File: src/sv/dhb_pkg.sv
// Shared types and constants for the dual H-bridge PWM drive unit.
// No dependencies; imported by the top level and its checker.
`default_nettype none

package dhb_pkg;

    localparam int CNT_W  = 16;  // timer count width
    localparam int DUTY_W = 17;  // signed duty / command width

    typedef enum logic [2:0] {
        OP_SET_PWM = 3'd0,
        OP_COAST   = 3'd1,
        OP_BRAKE   = 3'd2,
        OP_ENABLE  = 3'd3,
        OP_DISABLE = 3'd4,
        OP_ESTOP   = 3'd5
    } op_t;

    typedef enum logic [2:0] {
        REG_TIMER_PERIOD  = 3'd0,
        REG_LEFT_LIMIT    = 3'd1,
        REG_RIGHT_LIMIT   = 3'd2,
        REG_LEFT_MIN_EFF  = 3'd3,
        REG_RIGHT_MIN_EFF = 3'd4,
        REG_LEFT_REVERSE  = 3'd5,
        REG_RIGHT_REVERSE = 3'd6,
        REG_MASTER_ENABLE = 3'd7
    } reg_idx_t;

    // bridge pin pairs, bit 0 = in1, bit 1 = in2
    localparam logic [1:0] PINS_OFF   = 2'b00;
    localparam logic [1:0] PINS_FWD   = 2'b01;
    localparam logic [1:0] PINS_REV   = 2'b10;
    localparam logic [1:0] PINS_BRAKE = 2'b11;

    localparam logic [CNT_W-1:0] PERIOD_RST = 16'd1000;
    localparam logic [CNT_W-1:0] LIMIT_RST  = 16'd1000;

    // result beat layout
    localparam int OUT_W = 72;

endpackage

`default_nettype wire

File: src/sv/dual_h_bridge_pwm_drive_unit.sv
// An input beat passes the input register and then the result register to become its result beat.
// Throughput: one command per cycle unless the result stream stalls; the drive state updates in the
// single compute pass between the two registers, so each command sees the state left by the one before.
// Reset (aresetn low, synchronous): config registers to defaults, driver disabled,
// pins low, compares at 1000, applied duty zero, both channels empty. No clearing pass.
// Depends on dhb_pkg.
`default_nettype none

module dual_h_bridge_pwm_drive_unit (
    input  wire logic        aclk,
    input  wire logic        aresetn,
    // configuration write port
    input  wire logic        cfg_wr_en,
    input  wire logic [2:0]  cfg_index,
    input  wire logic [15:0] cfg_wdata,
    // command stream
    input  wire logic        s_tvalid,
    output logic             s_tready,
    input  wire logic [23:0] s_tdata,   // [16:0] command
    input  wire logic [7:0]  s_tuser,   // [2:0] opcode, [3] channel
    // result stream
    output logic             m_tvalid,
    input  wire logic        m_tready,
    output logic [71:0]      m_tdata    // [0] left_in1, [1] left_in2, [2] right_in1,
                                        // [3] right_in2, [4] standby_pin,
                                        // [20:5] left_compare, [36:21] right_compare,
                                        // [53:37] left_applied, [70:54] right_applied,
                                        // [71] driver_on
);
    import dhb_pkg::*;

    // configuration
    logic [CNT_W-1:0] period_reg;
    logic [CNT_W-1:0] lim_reg [2];
    logic [CNT_W-1:0] min_eff_reg [2];
    logic             rev_reg [2];
    logic             master_en_reg;

    // drive state
    logic                     en_reg, en_next;
    logic                     stby_reg, stby_next;
    logic signed [DUTY_W-1:0] duty_reg [2];
    logic signed [DUTY_W-1:0] duty_next [2];
    logic [CNT_W-1:0]         cmp_reg [2];
    logic [CNT_W-1:0]         cmp_next [2];
    logic [1:0]               pins_reg [2];
    logic [1:0]               pins_next [2];

    // input stage
    logic                     in_valid_reg;
    op_t                      in_op_reg;
    logic                     in_ch_reg;
    logic signed [DUTY_W-1:0] in_cmd_reg;

    // result stage
    logic              out_valid_reg;
    logic [OUT_W-1:0]  out_data_reg, out_data_next;

    logic adv;
    logic s_hs;

    assign adv      = in_valid_reg && (!out_valid_reg || m_tready);
    assign s_tready = !in_valid_reg || adv;
    assign s_hs     = s_tvalid && s_tready;
    assign m_tvalid = out_valid_reg;
    assign m_tdata  = out_data_reg;

    always_ff @(posedge aclk) begin
        if (!aresetn) begin
            period_reg     <= PERIOD_RST;
            lim_reg[0]     <= LIMIT_RST;
            lim_reg[1]     <= LIMIT_RST;
            min_eff_reg[0] <= '0;
            min_eff_reg[1] <= '0;
            rev_reg[0]     <= 1'b0;
            rev_reg[1]     <= 1'b0;
            master_en_reg  <= 1'b1;
        end else if (cfg_wr_en) begin
            case (reg_idx_t'(cfg_index))
                REG_TIMER_PERIOD:  period_reg     <= cfg_wdata;
                REG_LEFT_LIMIT:    lim_reg[0]     <= cfg_wdata;
                REG_RIGHT_LIMIT:   lim_reg[1]     <= cfg_wdata;
                REG_LEFT_MIN_EFF:  min_eff_reg[0] <= cfg_wdata;
                REG_RIGHT_MIN_EFF: min_eff_reg[1] <= cfg_wdata;
                REG_LEFT_REVERSE:  rev_reg[0]     <= cfg_wdata[0];
                REG_RIGHT_REVERSE: rev_reg[1]     <= cfg_wdata[0];
                REG_MASTER_ENABLE: master_en_reg  <= cfg_wdata[0];
                default: ;
            endcase
        end
    end

    always_ff @(posedge aclk) begin
        if (!aresetn) begin
            in_valid_reg <= 1'b0;
        end else if (s_hs) begin
            in_valid_reg <= 1'b1;
        end else if (adv) begin
            in_valid_reg <= 1'b0;
        end
    end

    always_ff @(posedge aclk) begin
        if (s_hs) begin
            in_op_reg  <= op_t'(s_tuser[2:0]);
            in_ch_reg  <= s_tuser[3];
            in_cmd_reg <= signed'(s_tdata[DUTY_W-1:0]);
        end
    end

    // compute pass
    logic             cmd_neg;
    logic [DUTY_W-1:0] cmd_abs;
    logic [CNT_W-1:0] lim_cap [2];
    logic [CNT_W-1:0] mag_clip [2];
    logic [CNT_W-1:0] mag_raise [2];
    logic [CNT_W-1:0] mag [2];
    logic             fwd [2];
    logic             sel [2];
    logic             stop_all;
    logic             stop_pins;

    always_comb begin
        cmd_neg = in_cmd_reg[DUTY_W-1];
        // -65536 gives 0x10000, still correct as unsigned magnitude
        cmd_abs = cmd_neg ? (DUTY_W'(0) - unsigned'(in_cmd_reg)) : unsigned'(in_cmd_reg);

        stop_all  = 1'b0;
        stop_pins = 1'b0;
        en_next   = en_reg;
        stby_next = stby_reg;
        case (in_op_reg)
            OP_SET_PWM: begin
                if (!master_en_reg) begin
                    stop_all  = 1'b1;
                    stop_pins = 1'b1;
                end
            end
            OP_ENABLE: begin
                if (master_en_reg) begin
                    en_next   = 1'b1;
                    stby_next = 1'b1;
                end else begin
                    stop_all  = 1'b1;
                    stop_pins = 1'b1;
                end
            end
            OP_DISABLE: stop_all = 1'b1;
            OP_ESTOP: begin
                stop_all  = 1'b1;
                stop_pins = 1'b1;
            end
            default: ;
        endcase
        if (stop_all) begin
            en_next   = 1'b0;
            stby_next = 1'b0;
        end

        for (int c = 0; c < 2; c++) begin
            sel[c]      = (in_ch_reg == 1'(c));
            lim_cap[c]  = (lim_reg[c] > period_reg) ? period_reg : lim_reg[c];
            mag_clip[c] = (cmd_abs > {1'b0, lim_cap[c]}) ? lim_cap[c] : cmd_abs[CNT_W-1:0];
            mag_raise[c] = ((mag_clip[c] != '0) && (mag_clip[c] < min_eff_reg[c])) ?
                           min_eff_reg[c] : mag_clip[c];
            mag[c]      = (mag_raise[c] > period_reg) ? period_reg : mag_raise[c];
            fwd[c]      = !cmd_neg ^ rev_reg[c];

            duty_next[c] = duty_reg[c];
            cmp_next[c]  = cmp_reg[c];
            pins_next[c] = pins_reg[c];

            if (stop_all) begin
                duty_next[c] = '0;
                cmp_next[c]  = period_reg;
                if (stop_pins) begin
                    pins_next[c] = PINS_OFF;
                end
            end else if (sel[c]) begin
                case (in_op_reg)
                    OP_SET_PWM: begin
                        if (!en_reg || mag[c] == '0) begin
                            duty_next[c] = '0;
                            cmp_next[c]  = period_reg;
                            pins_next[c] = PINS_OFF;
                        end else begin
                            pins_next[c] = fwd[c] ? PINS_FWD : PINS_REV;
                            cmp_next[c]  = period_reg - mag[c];
                            duty_next[c] = cmd_neg ? -signed'({1'b0, mag[c]})
                                                   :  signed'({1'b0, mag[c]});
                        end
                    end
                    OP_COAST: begin
                        duty_next[c] = '0;
                        cmp_next[c]  = period_reg;
                        pins_next[c] = PINS_OFF;
                    end
                    OP_BRAKE: begin
                        duty_next[c] = '0;
                        cmp_next[c]  = period_reg;
                        if (en_reg) begin
                            pins_next[c] = PINS_BRAKE;
                        end
                    end
                    default: ;
                endcase
            end
        end

        out_data_next = {en_next,
                         unsigned'(duty_next[1]), unsigned'(duty_next[0]),
                         cmp_next[1], cmp_next[0],
                         stby_next,
                         pins_next[1][1], pins_next[1][0],
                         pins_next[0][1], pins_next[0][0]};
    end

    always_ff @(posedge aclk) begin
        if (!aresetn) begin
            en_reg      <= 1'b0;
            stby_reg    <= 1'b0;
            duty_reg[0] <= '0;
            duty_reg[1] <= '0;
            cmp_reg[0]  <= PERIOD_RST;
            cmp_reg[1]  <= PERIOD_RST;
            pins_reg[0] <= PINS_OFF;
            pins_reg[1] <= PINS_OFF;
        end else if (adv) begin
            en_reg      <= en_next;
            stby_reg    <= stby_next;
            duty_reg[0] <= duty_next[0];
            duty_reg[1] <= duty_next[1];
            cmp_reg[0]  <= cmp_next[0];
            cmp_reg[1]  <= cmp_next[1];
            pins_reg[0] <= pins_next[0];
            pins_reg[1] <= pins_next[1];
        end
    end

    always_ff @(posedge aclk) begin
        if (!aresetn) begin
            out_valid_reg <= 1'b0;
        end else if (adv) begin
            out_valid_reg <= 1'b1;
        end else if (m_tready) begin
            out_valid_reg <= 1'b0;
        end
    end

    always_ff @(posedge aclk) begin
        if (adv) begin
            out_data_reg <= out_data_next;
        end
    end

endmodule

`default_nettype wire

File: config.mk
export PLATFORM = sky130hd
export DESIGN_NAME = dual_h_bridge_pwm_drive_unit
export DESIGN_NICKNAME = d
export VERILOG_FILES = /design/src/sv/dhb_pkg.sv /design/src/sv/dual_h_bridge_pwm_drive_unit.sv
export SDC_FILE = /design/constraint.sdc
export NUM_CORES = 1
export LEC_CHECK = 0
export BUFFER_PORTS_ARGS = -buffer_cell sky130_fd_sc_hd__buf_2
export CAP_MARGIN = 10
export CORE_ASPECT_RATIO = 1.75
export CORE_MARGIN = 1
export CORE_UTILIZATION = 60
export DETAILED_ROUTE_END_ITERATION = 16
export MAX_ROUTING_LAYER = met4
export PLACE_DENSITY_LB_ADDON = 0.15
export RECOVER_POWER = 25
export REMOVE_ABC_BUFFERS = 1
export SETUP_SLACK_MARGIN = 0.2
export SLEW_MARGIN = 20
export SYNTH_ARGS = -nofsm -noshare
export SYNTH_HDL_FRONTEND = slang
export SYNTH_SLANG_ARGS = --single-unit
File: constraint.sdc
create_clock -name aclk -period 36.4 [get_ports aclk]
set_clock_uncertainty 0.05 [all_clocks]
set_input_delay 3.64 -clock aclk [delete_from_list [all_inputs] [get_ports aclk]]
set_output_delay 3.64 -clock aclk [all_outputs]
set_load 0.02 [all_outputs]
== Word level (Yosys, flattened, before mapping) ==
Memory sizes are Yosys's and may differ from the RTL's.
Index checks and enable logic that the tools add are counted.
Cells by class
  add/sub/neg operators: 5
  $mul: 0
  div/mod/pow operators: 0
  order comparisons: 8
  equal/unequal tests: 12
  shift-type cells: 0
  muxes and demuxes: 94
  bitwise logic cells: 14
  reduce and logical (&&, ||, !) cells: 25
Operators by type and width (number)
  $mux W16: 20
  $mux W17: 11
  $pmux W17 S2: 2
  $gt A16 B16 Y1: 4
  $pmux W16 S2: 2
  $mux W1: 41
  $gt A17 B16 Y1: 2
  $neg A16 Y17: 2
  $logic_not A16 Y1: 2
  $lt A16 B16 Y1: 2
  $reduce_bool A16 Y1: 2
  $sub A16 B16 Y16: 2
  $mux W2: 14
  $eq A3 B3 Y1 const B: 6
  $sub A1 B17 Y17 const A: 1
  $eq A3 B2 Y1 const B: 4
  $or A1 B1 Y1: 12
  $pmux W2 S3: 2
  $eq A3 B1 Y1 const B: 2
  $logic_not A3 Y1: 2
  $reduce_or A2 Y1: 3
  $logic_and A1 B1 Y1: 4
  $logic_not A1 Y1: 4
  $logic_or A1 B1 Y1: 4
  4 further kinds: 8
Word-level totals
  flip-flop bits (word level): 114
  bits in latches: 0
  memory bits (writable): 136
  bits in read-only memories: 0
  input port bits: 56
  output and inout bits: 74
  word-level logic and storage cells: 174
  memories: 6
Memory list
  duty_reg: depth 2, bits a word 17, read ports 2, clocked after Yosys merged registers in 0, wr ports 2, line dual_h_bridge_pwm_drive_unit.sv:42  | logic signed [DUTY_W-1:0] duty_reg [2];
  cmp_reg: depth 2, bits a word 16, read ports 2, clocked after Yosys merged registers in 0, wr ports 2, line dual_h_bridge_pwm_drive_unit.sv:44  | logic [CNT_W-1:0] cmp_reg [2];
  lim_reg: depth 2, bits a word 16, read ports 2, clocked after Yosys merged registers in 0, wr ports 2, line dual_h_bridge_pwm_drive_unit.sv:34  | logic [CNT_W-1:0] lim_reg [2];
  min_eff_reg: depth 2, bits a word 16, read ports 2, clocked after Yosys merged registers in 0, wr ports 2, line dual_h_bridge_pwm_drive_unit.sv:35  | logic [CNT_W-1:0] min_eff_reg [2];
  pins_reg: depth 2, bits a word 2, read ports 2, clocked after Yosys merged registers in 0, wr ports 2, line dual_h_bridge_pwm_drive_unit.sv:46  | logic [1:0] pins_reg [2];
  rev_reg: depth 2, bits a word 1, read ports 2, clocked after Yosys merged registers in 0, wr ports 2, line dual_h_bridge_pwm_drive_unit.sv:36  | logic rev_reg [2];

== Longest topological paths before layout ==
  word-level depth: 16
  depth in mapped cells: 63
  gate-level depth less buffers: 52

== Worst setup path before layout ==
No wires, ideal clock.
  path kind: reg2reg
  start point: register period_reg[1]
  end point: memory cmp_reg[1][14], in the netlist cmp_reg[0][30] (data pin)
  setup time: 0.271 ns
  arrival time: 12.901 ns
  data required time: 36.079 ns
  path slack: 23.177 ns
  stages on the path, launching flop included: 62
  path buffers: 16
  clock period less this slack: 13.223 ns
  path through: dfxtp_1 clkbuf_1 clkbuf_1 inv_1 ha_1 nor2b_1 o211ai_1 a2111o_1 a31oi_1 buf_2 buf_1 mux2i_1 ha_1 nand3_1 nor2_1 a32o_1 a31o_2 nand2_1 (+26 left out) clkbuf_1 clkbuf_1 clkbuf_1 clkbuf_1 clkbuf_1 o21ai_0 ha_1 a21oi_1 nor3_2 o32a_1 a221oi_2 o221ai_2 and2_4 a2111o_1 a31oi_1 o31a_2 mux2i_1 a211oi_2
RTL lines
  start, declared: line dual_h_bridge_pwm_drive_unit.sv:33  | logic [CNT_W-1:0] period_reg;
  start signal, assigned: line dual_h_bridge_pwm_drive_unit.sv:80  | REG_TIMER_PERIOD: period_reg <= cfg_wdata;
  end, declared: line dual_h_bridge_pwm_drive_unit.sv:44

==> reports/metrics.cfg <==
[place]
post-place-cells = 2360
gp_congestion = 1.05
place.detailed.hpwl_um = 47300
pre_cts_ws_ps = 21850
port_buffers = 118

[finish]
final_cell_count_no_fill = 2401
largest_reg_flops = 72
multiInputGateArea_um2 = 10200
n_fill_cell = 2389
areaGrowthSynthToFinish_pct = 9.25
nets = 2194
drive_above_1_share_pct = 12.8
regArea_um2 = 7300

[worst_setup_path]
cpMostUsedCell = ha_1
worst-path-max-fanout = 60
reg2reg_depth = 51
worstPathArrival_ps = 15230
r2r_start = period_reg[7]
reg2reg_slack_ps = 21380
critPathKind = register to register
end_kind = register
cp.required_ps = 36610
crit_path_start_kind = register
r2r-end = m_tdata[35]
cp_slowest_stage_delay_ps = 890
critPathSlowestCell = dfxtp_1

[power_and_ir_drop]
clockPowerShare_pct = 20.1
powerDensity_nw_per_um2 = 59.8
power_switching_w = 0.000513
cellLeakagePower_nw = 8.01
peakVddDrop_uv = 51.1
p_seq_share_pct = 28.8
internal-power_w = 0.000683
pwr-share-comb_pct = 51.1
swShare_pct = 42.9

[synthesis]
synth_edf_count = 229
yosys_warnings = 0
yosys.cell_types.count = 107
synth_area_leaders = edfxtp_1, ha_1, mux2i_1
synthCells = 1919
async_reset_ff_share_pct = 0
syn_area_per_cell_um2 = 9.55
synth-main-ff-cell = edfxtp_1
synth.cell_area_um2 = 18300
synth_top_area_share_pct = 37.5
ys_seq_elements = 250
yosysTopAreaCell = edfxtp_1
synth-seq-area-share_pct = 39.8

[clock_tree]
cts_made_buffers = 22
cts_tree = built
path_clk_slew_ps = 80
post_cts_resized = 0
cts_hold_buf = 0
cts_setup_buffers = 0
clock_sinks = 250
cts_root_buffer = clkbuf_16
cts_max_level = 1
clkLatencyLatePin_ps = 550
clockBufferDepth = 3

[sta]
fin_tns_setup_ps = 0
drv_slew = 55
period_share_pct = 41.3
setup_viol = 0
rsz0062_at_grt = no
max_freq_mhz = 66.6
fin_crit_ps = 15020
finalHoldViolCount = 0
worstMarginPinSlew_ps = 1660
setup_slack_ps = 21380
slew_headroom_pct = -10.9

[floorplanning]
io_pins = 130
start_util_pct = 60.9
fp.dieW_um = 134
fp.dieH_um = 233
dieArea_um2 = 31300
num_rows = 84
core_area_um2 = 30100

[global_route]
grt_pass1_vias = 15300
grt_first_pass_wirelength_um = 90500
track_usage_pct = 40.6
antenna_found_initial = 1
grt_max_degree = 71
overflow = 0

[worst_hold_path]
hold_depth = 2
whs_endpoint = stby_reg
worstHoldStart = stby_reg
hold_path_class = register to register

[route]
drcViolationCount = 0
ant_nets = 0
drt_iter0_markers = 1352
wl_per_cell_um = 25.6
vias_per_cell = 6.69
num_vias = 16100
wl_um = 61400
drtPass1Iterations = 6

[status]
violations = max-capacitance violations, max-slew violations
status = finished with violations

[job]
cap_violations = 2

-- worst max path at each step --
stage / to / cells past startpoint / from
floorplan: cmp_reg[0][13] / 44 / period_reg[5]
CTS: m_tdata[35] / 51 / period_reg[7]
finish: m_tdata[35] / 51 / period_reg[7]
detailed placement: m_tdata[35] / 51 / period_reg[7]
global placement: m_tdata[35] / 52 / period_reg[7]
global route: m_tdata[35] / 51 / period_reg[7]
-- cell families (layout without fill, tap and decap cells) --
family / after synthesis / count (layout) / synth area share [%]
simple gates: 593 / 593 / 16.1
fa+ha+maj: 149 / 149 / 10.1
compound gates: 533 / 533 / 20.0
other cells: 0 / 1 / 0
flops: 250 / 250 / 39.8
buf+inv: 222 / 316 / 4.93
mux: 91 / 91 / 5.15
xor+xnor: 81 / 81 / 3.87
-- placed cells by master, fill, tap and decap left out, types with 16 or more instances in the layout --
cell type  instances
a22oi_1           46
nand4_1           33
nand2_1          162
edfxtp_1         229
a21oi_1          110
xor2_1            28
clkbuf_1          19
o31ai_1           23
dfxtp_1           21
and2_0            17
nor2_1           141
mux2i_1           81
a21boi_0          16
nor2b_1           16
o21ai_0          118
a21o_1            24
xnor2_1           53
clkbuf_16         23
o21a_1            23
o211ai_1          29
inv_1            109
buf_4             40
nand3_1           32
nor3_1            43
and2_1            36
buf_2            108
ha_1             141
nand2b_1          26
nor4_1            20
-- power by group through the flow --
stage               clock network, W  registers [W]  logic, W
finish                      0.000241       0.000344  0.000611
global route                0.000249       0.000345  0.000659
CTS                         0.000242       0.000343  0.000597
detailed placement                 0       0.000349  0.000593
global placement                   0       0.000349  0.000583
floorplan                          0       0.000352  0.000420
-- synth_stat cells, types with 27 or more instances --
| cell type | instances |
|---|---|
| edfxtp_1 | 229 |
| nand2_1 | 162 |
| nor2_1 | 142 |
| ha_1 | 141 |
| o21ai_0 | 120 |
| a21oi_1 | 110 |
| inv_1 | 109 |
| clkbuf_1 | 81 |
| mux2i_1 | 81 |
| and2_1 | 53 |
| xnor2_1 | 53 |
| a22oi_1 | 46 |
| nor3_1 | 44 |
| nand4_1 | 33 |
| nand3_1 | 32 |
| o211ai_1 | 29 |
| xor2_1 | 28 |
| nand2b_1 | 27 |
-- through the flow --
step / instance area (um^2) / hold slack, ps / total power (W) / utilization [%]
after floorplan: 17800 / 417 / 0.000772 / -
after global placement: 19300 / 431 / 0.000932 / 64.3
after detailed placement: 19300 / 436 / 0.000943 / 64.3
after CTS: 20000 / 450 / 0.00118 / 66.7
after global routing: 20000 / 492 / 0.00125 / 66.6
final: 20000 / 452 / 0.00120 / 66.6
-- metal layers --
metal	wire (um)	up-vias	track usage, %
li1	-	7329	-
met1	20400	7588	41.1
met2	30800	893	70.1
met3	4150	244	4.45
met4	6000	0	33.7
met5	0	-	-
-- worst max-delay path, delay by kind of cell (launching register included) --
| family | cells | cell delay [ps] |
|---|---|---|
| AO/OA/AOI/OAI | 28 | 7590 |
| buffers and inverters | 7 | 2280 |
| adder cells (fa/ha/maj) | 6 | 2070 |
| multiplexers | 4 | 1090 |
| flip-flops | 1 | 890 |
| AND/OR/NAND/NOR | 6 | 680 |
-- cell type report --
type / count / area share (%)
Timing Repair Buffer: 161 / 4.45
Multi-Input combinational cell: 1447 / 50.9
Clock buffer: 30 / 3.06
Clock inverter: 10 / 0.538
Sequential cell: 250 / 36.5
Tap cell: 387 / 2.42
Antenna cell: 1 / 0.0125
Inverter: 115 / 2.16
Power figures use the tool's default switching activity.
